**src/rtl/vfr_pkg.sv**
```systemverilog
// Shared types and constants for the video frame resync block.
package vfr_pkg;

  localparam int PIXEL_W    = 24;
  localparam int CNT_W      = 32;
  localparam int GEOM_W     = 16;
  localparam int CFG_ADDR_W = 8;

  localparam logic [CNT_W-1:0]  CNT_MAX         = {CNT_W{1'b1}};
  localparam logic [GEOM_W-1:0] ROWS_RESET      = 16'd1080;
  localparam logic [GEOM_W-1:0] COLS_RESET      = 16'd1920;

  localparam logic [CFG_ADDR_W-1:0] REG_FRAME_ROWS = 8'd0;
  localparam logic [CFG_ADDR_W-1:0] REG_FRAME_COLS = 8'd1;

  typedef struct packed {
    logic [CNT_W-1:0] eol_err_total;
    logic [CNT_W-1:0] drop_total;
    logic [CNT_W-1:0] resync_total;
    logic [CNT_W-1:0] frame_total;
  } stats_t;

  localparam int OUT_DATA_W = PIXEL_W + 4 * CNT_W;

endpackage

```
**src/rtl/vfr_sat_ctr.sv**
```systemverilog
// Saturating event counter with look-ahead of its next value.
module vfr_sat_ctr
  import vfr_pkg::*;
(
  input  logic             clk,
  input  logic             rst,
  input  logic             inc,
  output logic [CNT_W-1:0] count,
  output logic [CNT_W-1:0] count_next
);

  always_comb begin
    count_next = count;
    if (inc && count != CNT_MAX) begin
      count_next = count + CNT_W'(1);
    end
  end

  always_ff @(posedge clk) begin
    if (rst) begin
      count <= '0;
    end else begin
      count <= count_next;
    end
  end

endmodule

```
**src/rtl/video_frame_resync.sv**
```systemverilog
// Video frame resync: one pixel per clock. Beats are dropped and counted until the first
// start-of-frame; after that start-of-frame and end-of-line are regenerated from internal
// column and row counters set by frame_rows and frame_cols. Each word leaves one input word
// late through a holding register, so the first locked word gives no output and a word is
// emitted for every later one. A word is taken on every clock unless the output register is
// full and stalled; throughput is one word per cycle, set by the single output register. An
// out-of-place start-of-frame restarts the raster and forces end-of-line on the held word.
// Frame, resync, drop and end-of-line-mismatch counts saturate at all ones and are
// republished on each frame's last pixel; every output word carries the published snapshot.
module video_frame_resync
  import vfr_pkg::*;
#(
  parameter int DATA_WIDTH = 24
) (
  input  logic                  clk,
  input  logic                  rst,
  input  logic                  cfg_valid,
  output logic                  cfg_ready,
  input  logic [CFG_ADDR_W-1:0] cfg_addr,
  input  logic [GEOM_W-1:0]     cfg_data,
  input  logic                  s_axis_tvalid,
  output logic                  s_axis_tready,
  input  logic [PIXEL_W-1:0]    s_axis_tdata,  // pixel_data
  input  logic                  s_axis_tuser,  // in_sof
  input  logic                  s_axis_tlast,  // in_eol
  output logic                  m_axis_tvalid,
  input  logic                  m_axis_tready,
  // out_data, frame count, resync count, drop count, end-of-line mismatch count
  output logic [OUT_DATA_W-1:0] m_axis_tdata,
  output logic                  m_axis_tuser,  // out_sof
  output logic                  m_axis_tlast   // out_eol
);

  localparam int KEEP_W = (DATA_WIDTH < PIXEL_W) ? DATA_WIDTH : PIXEL_W;

  logic [GEOM_W-1:0] frame_rows;
  logic [GEOM_W-1:0] frame_cols;

  logic              locked;
  logic [GEOM_W-1:0] col_pos;
  logic [GEOM_W-1:0] row_pos;
  logic [KEEP_W-1:0] held_data;
  logic              held_sof;
  logic              held_eol;
  logic              held_valid;
  stats_t            published;

  logic                  out_valid;
  logic [OUT_DATA_W-1:0] out_word;
  logic                  out_sof;
  logic                  out_eol;

  logic              accept;
  logic              proc;
  logic              resync;
  logic              at_last_col;
  logic              at_last_row;
  logic              frame_end;
  logic              miss;
  logic [GEOM_W-1:0] col_eff;
  logic [GEOM_W-1:0] row_eff;
  logic [GEOM_W-1:0] last_col;
  logic [GEOM_W-1:0] last_row;
  stats_t            cnt;
  stats_t            cnt_next;
  stats_t            pub_next;

  assign cfg_ready     = 1'b1;
  assign s_axis_tready = !out_valid || m_axis_tready;
  assign accept        = s_axis_tvalid && s_axis_tready;

  assign m_axis_tvalid = out_valid;
  assign m_axis_tdata  = out_word;
  assign m_axis_tuser  = out_sof;
  assign m_axis_tlast  = out_eol;

  always_ff @(posedge clk) begin
    if (rst) begin
      frame_rows <= ROWS_RESET;
      frame_cols <= COLS_RESET;
    end else if (cfg_valid && cfg_ready) begin
      if (cfg_addr == REG_FRAME_ROWS) begin
        frame_rows <= cfg_data;
      end else if (cfg_addr == REG_FRAME_COLS) begin
        frame_cols <= cfg_data;
      end
    end
  end

  // Raster decode for the incoming word.
  always_comb begin
    last_col    = frame_cols - GEOM_W'(1);
    last_row    = frame_rows - GEOM_W'(1);
    proc        = locked || s_axis_tuser;
    resync      = locked && s_axis_tuser && !(col_pos == '0 && row_pos == '0);
    col_eff     = (!locked || resync) ? '0 : col_pos;
    row_eff     = (!locked || resync) ? '0 : row_pos;
    at_last_col = (col_eff == last_col);
    at_last_row = (row_eff == last_row);
    frame_end   = proc && at_last_col && at_last_row;
    miss        = proc && (s_axis_tlast != at_last_col);
  end

  vfr_sat_ctr u_frames (
    .clk, .rst, .inc(accept && frame_end),
    .count(cnt.frame_total), .count_next(cnt_next.frame_total)
  );
  vfr_sat_ctr u_resync (
    .clk, .rst, .inc(accept && resync),
    .count(cnt.resync_total), .count_next(cnt_next.resync_total)
  );
  vfr_sat_ctr u_drops (
    .clk, .rst, .inc(accept && !proc),
    .count(cnt.drop_total), .count_next(cnt_next.drop_total)
  );
  vfr_sat_ctr u_eol_miss (
    .clk, .rst, .inc(accept && miss),
    .count(cnt.eol_err_total), .count_next(cnt_next.eol_err_total)
  );

  assign pub_next = frame_end ? cnt_next : published;

  always_ff @(posedge clk) begin
    if (rst) begin
      locked     <= 1'b0;
      col_pos    <= '0;
      row_pos    <= '0;
      held_valid <= 1'b0;
      held_sof   <= 1'b0;
      held_eol   <= 1'b0;
      published  <= '0;
    end else if (accept && proc) begin
      locked     <= 1'b1;
      held_valid <= 1'b1;
      held_sof   <= (col_eff == '0 && row_eff == '0);
      held_eol   <= at_last_col;
      published  <= pub_next;
      if (at_last_col) begin
        col_pos <= '0;
        row_pos <= at_last_row ? '0 : row_eff + GEOM_W'(1);
      end else begin
        col_pos <= col_eff + GEOM_W'(1);
        row_pos <= row_eff;
      end
    end
  end

  always_ff @(posedge clk) begin
    if (accept && proc) begin
      held_data <= s_axis_tdata[KEEP_W-1:0];
    end
  end

  // Output register: load the held word, drop it once taken.
  always_ff @(posedge clk) begin
    if (rst) begin
      out_valid <= 1'b0;
    end else if (accept && proc && held_valid) begin
      out_valid <= 1'b1;
    end else if (m_axis_tready) begin
      out_valid <= 1'b0;
    end
  end

  always_ff @(posedge clk) begin
    if (accept && proc && held_valid) begin
      out_word <= {pub_next, PIXEL_W'(held_data)};
      out_sof  <= held_sof;
      out_eol  <= held_eol || resync;
    end
  end

`ifndef SYNTH
  a_out_needs_accept: assert property (@(posedge clk) disable iff (rst)
    $rose(m_axis_tvalid) |-> $past(accept))
    else $error("output word appeared without an accepted input word");

  a_held_needs_lock: assert property (@(posedge clk) disable iff (rst)
    !locked |-> !held_valid && !m_axis_tvalid)
    else $error("word held or emitted before lock");

  a_publish_on_frame: assert property (@(posedge clk) disable iff (rst)
    accept && frame_end |=> published == cnt)
    else $error("snapshot not published on frame end");
`endif

endmodule

```
**config.mk**
```make
export PLATFORM = sky130hd
export DESIGN_NAME = video_frame_resync
export DESIGN_NICKNAME = d
export VERILOG_FILES = /design/src/rtl/vfr_pkg.sv /design/src/rtl/vfr_sat_ctr.sv /design/src/rtl/video_frame_resync.sv
export SDC_FILE = /design/constraint.sdc
export NUM_CORES = 1
export LEC_CHECK = 0
export ABC_AREA = 1
export BUFFER_PORTS_ARGS = -buffer_cell sky130_fd_sc_hd__buf_2
export CAP_MARGIN = 20
export CELL_PAD_IN_SITES_DETAIL_PLACEMENT = 0
export CELL_PAD_IN_SITES_GLOBAL_PLACEMENT = 2
export CORE_UTILIZATION = 36
export CTS_BUF_LIST = sky130_fd_sc_hd__clkbuf_4
export CTS_CLUSTER_DIAMETER = 50
export DETAILED_ROUTE_END_ITERATION = 8
export MAX_ROUTING_LAYER = met4
export PLACE_DENSITY = 0.78
export SYNTH_ARGS = -nofsm -noshare
export SYNTH_HDL_FRONTEND = slang
export SYNTH_SLANG_ARGS = --single-unit
```
**constraint.sdc**
```tcl
create_clock -name clk -period 10 [get_ports clk]
set_input_delay 1 -clock clk [delete_from_list [all_inputs] [get_ports clk]]
set_output_delay 1 -clock clk [all_outputs]
set_load 0.1 [all_outputs]
```
==> flow_summary_export.csv <==
group,metric,value,unit
cts,h-tree-depth,4,
yosys,post-synth-top-count-cell,"nand2_1",
die,start_util,0.365,
cells_and_area,fillers,6931,
drt,vias,21190,
cts,insertion_delay,0.98,ns
power,peakVddDrop,90.6,uV
placement,io_buffers,210,
yosys,avgSynthCellArea,7.73,um^2
drt,via_per_inst,4.90,
yosys,yosys_register_bits,502,
yosys,yosysTopAreaCell,"dfxtp_1",
power,p_leak,11.7,nW
drt,drt_pre_antenna_iters,5,
yosys,synth_area,24000,um^2
timing,fin_worst_skew,0.0646,ns
drt,drcViolationCount,0,
drt,ant_nets,0,
timing,slew_viol_final,0,
power,p_total,4.67,mW
power,power.density,169,nW/um^2
placement,hpwl,47300,um
worst_setup_path,r2r_end,"published[82]$_SDFFE_PP0P_",
worst_setup_path,worstPathArrival,6.47,ns
worst_setup_path,cp-end-kind,"flip-flop",
worst_setup_path,worst-setup-path-type,"reg -> reg",
yosys,netlist.area_leader.share,0.270,
cts,cts_repair_resize_count,0,
die,die_y,260,um
global_routing,grt_max_degree,155,
die,dieArea,67800,um^2
timing,tightest_slew,1.06,ns
timing,whs,0.221,ns
global_routing,met3_usage,0.0428,
yosys,synth.area.top_cells,"dfxtp_1 27%, edfxtp_1 22%, nand2_1 9.1%",
timing,hold_violations,0,
drt,wl_per_cell,15.9,um
job,cap_violations,0,
global_routing,top_usage_layer,"met2",
cells_and_area,layout.nets,3409,
yosys,ys_warn_count,0,
timing,relSlewSlack,0.292,
timing,fmax,177,MHz
worst_hold_path,hold_end,"held_data[18]$_DFFE_PP_",
drt,routed_wl,68800,um
cts,clockRootBuffer,"clkbuf_4",
cts,clock_path_buffers,3,
cts,path_clk_slew,0.06,ns
worst_hold_path,holdCritStartpoint,"s_axis_tdata[18]",
global_routing,grt_pass1_vias,20184,
cts,ctsHoldBuffers,0,
worst_setup_path,crit_fanout,93,
die,rows,94,
cts,cts_tree,"built",
timing,rsz0062_at_grt,"false",
yosys,synth-edff-count,178,
yosys,synth_commonest_cells,"581 x nand2_1, 440 x inv_1, 324 x dfxtp_1",
yosys,ys.flop_type,"dfxtp_1",
cells_and_area,area_growth,15.2,%
global_routing,grt_use_met1,0.284,
yosys,synth_cell_types,41,
worst_setup_path,reg2reg_depth,20,
die,io_pins,212,
global_routing,use_met2,0.311,
global_routing,grt_first_pass_wirelength,109000,um
yosys,yosysSeqAreaShare,0.493,
timing,finalSetupViolCount,0,
timing,tns,0,ns
cts,clkSinkCount,502,
die,core-area,65900,um^2
global_routing,grt-ovfl-total,0,
timing,timing.final.crit_share,0.564,
global_routing,grt_usage,0.209,
placement,globalplace.congestion,0.885,
worst_setup_path,critical_path.startpoint_type,"flip-flop",
global_routing,antenna_found_initial,1,
yosys,netlist_instances,3109,
worst_hold_path,holdPathStages,1,
yosys,mappedNetlistNets,3174,
outcome,status,"completed",
worst_setup_path,rr_startpoint,"row_pos[4]$_SDFFE_PP0P_",
cells_and_area,multi_input_area,9950,um^2
drt,drt_iter0_markers,1295,
timing,period_needed,5.64,ns
worst_hold_path,hold_path_class,"in -> reg",
yosys,synthArstFlopShare,0,
cts,cts_buffers,144,
cells_and_area,layout-drive-gt1-share,0.146,
worst_setup_path,critPathRequiredTime,10.83,ns
cts,postCtsSetupRepairBufs,0,
worst_setup_path,reg2reg_setup_slack,4.36,ns
die,die_w,260,um
cells_and_area,regArea,11800,um^2
## final cells by class
cell class / instances / share of cell area
Sequential cell: 502 / 0.428
Multi-Input combinational cell: 2023 / 0.359
Inverter: 447 / 0.0608
Clock buffer: 221 / 0.0599
Timing Repair Buffer: 226 / 0.0434
Tap cell: 864 / 0.0391
Clock inverter: 38 / 0.00967
Antenna cell: 1 / 0.0000904
## critical path, stage by stage (launching register included)
cell,delay (ns)
dfxtp_1,0.36
nor2_1,0.13
nand2_1,0.07
nor2_1,0.21
nand2_1,0.15
o21ai_4,0.13
buf_4,0.58
nand3_1,0.34
nand2_1,0.14
nand2_1,0.09
nor2_1,0.11
nand2_1,0.06
nor2_1,0.20
nand3_2,0.16
nor2_4,0.64
buf_4,0.89
inv_2,0.66
nand2_1,0.21
o21ai_1,0.10
o21bai_1,0.18
inv_1,0.05
## routing by layer
metal / wire [um] / share of wire / vias up
li1: - / - / 10771
met1: 34000 / 0.49 / 9877
met2: 30500 / 0.44 / 443
met3: 3120 / 0.045 / 99
met4: 1270 / 0.018 / 0
met5: 0 / 0 / -
## report_power, final
part	switching [mW]	total, mW	internal, mW
Combinational	0.358	0.446	0.0880
Clock	0.927	2.00	1.07
Sequential	0.0270	2.23	2.20
## state kept, by name (all words and copies together), names as in the netlist, 24 cells and up
signal / cells
m_axis_tdata: 152
published: 128
u_drops.count: 32
u_eol_miss.count: 32
u_frames.count: 32
u_resync.count: 32
held_data: 24
## placed cells by master (no fill, tap or decap), drive strengths merged
cell / n
ha: 10
a31oi: 3
a21oi: 208
or3: 1
nor4: 27
and3: 1
o21ai: 240
clkinvlp: 1
o21bai: 17
xor2: 98
clkbuf: 221
buf: 226
nand3b: 3
nor3: 65
bufinv: 2
o31ai: 1
a211oi: 1
diode: 1
nand4: 112
nor2: 313
nand3: 258
o211ai: 11
conb: 1
mux2i: 1
a22oi: 1
or2: 23
and2: 1
o21a: 17
nand2: 582
clkinv: 31
xnor2: 27
dfxtp: 324
edfxtp: 178
a31o: 1
inv: 451
## worst max path at each step
stage / start / to / cells after the start
global route: row_pos[4]$_SDFFE_PP0P_ / published[82]$_SDFFE_PP0P_ / 20
CTS: row_pos[8]$_SDFFE_PP0P_ / published[82]$_SDFFE_PP0P_ / 20
global placement: s_axis_tuser / published[90]$_SDFFE_PP0P_ / 19
finish: row_pos[4]$_SDFFE_PP0P_ / published[82]$_SDFFE_PP0P_ / 20
detailed placement: s_axis_tuser / published[82]$_SDFFE_PP0P_ / 19
floorplan: m_axis_tready / m_axis_tdata[0]$_DFFE_PP_ / 4
## stage by stage
stage	cell area, um^2	setup WS [ns]	instances	util
5_1_grt	27700	3.72	4322	0.420
4_1_cts	27700	4.28	4320	0.420
2_1_floorplan	24000	0.921	3109	-
3_5_place_dp	25700	4.09	4061	0.391
6_report	27700	4.36	4322	0.420
3_3_place_gp	25700	4.20	4061	0.391
## kinds of logic (layout without fill, tap and decap cells)
family | count (synthesis) | after routing | synth area share
simple gates | 1386 | 1386 | 0.252
buf+inv | 584 | 932 | 0.0943
flops | 502 | 502 | 0.493
compound gates | 500 | 500 | 0.110
xor+xnor | 125 | 125 | 0.0456
fa+ha+maj | 10 | 10 | 0.00521
other cells | 1 | 2 | 0.000156
mux | 1 | 1 | 0.000417
Note: power is estimated with default switching activity, not from simulation.
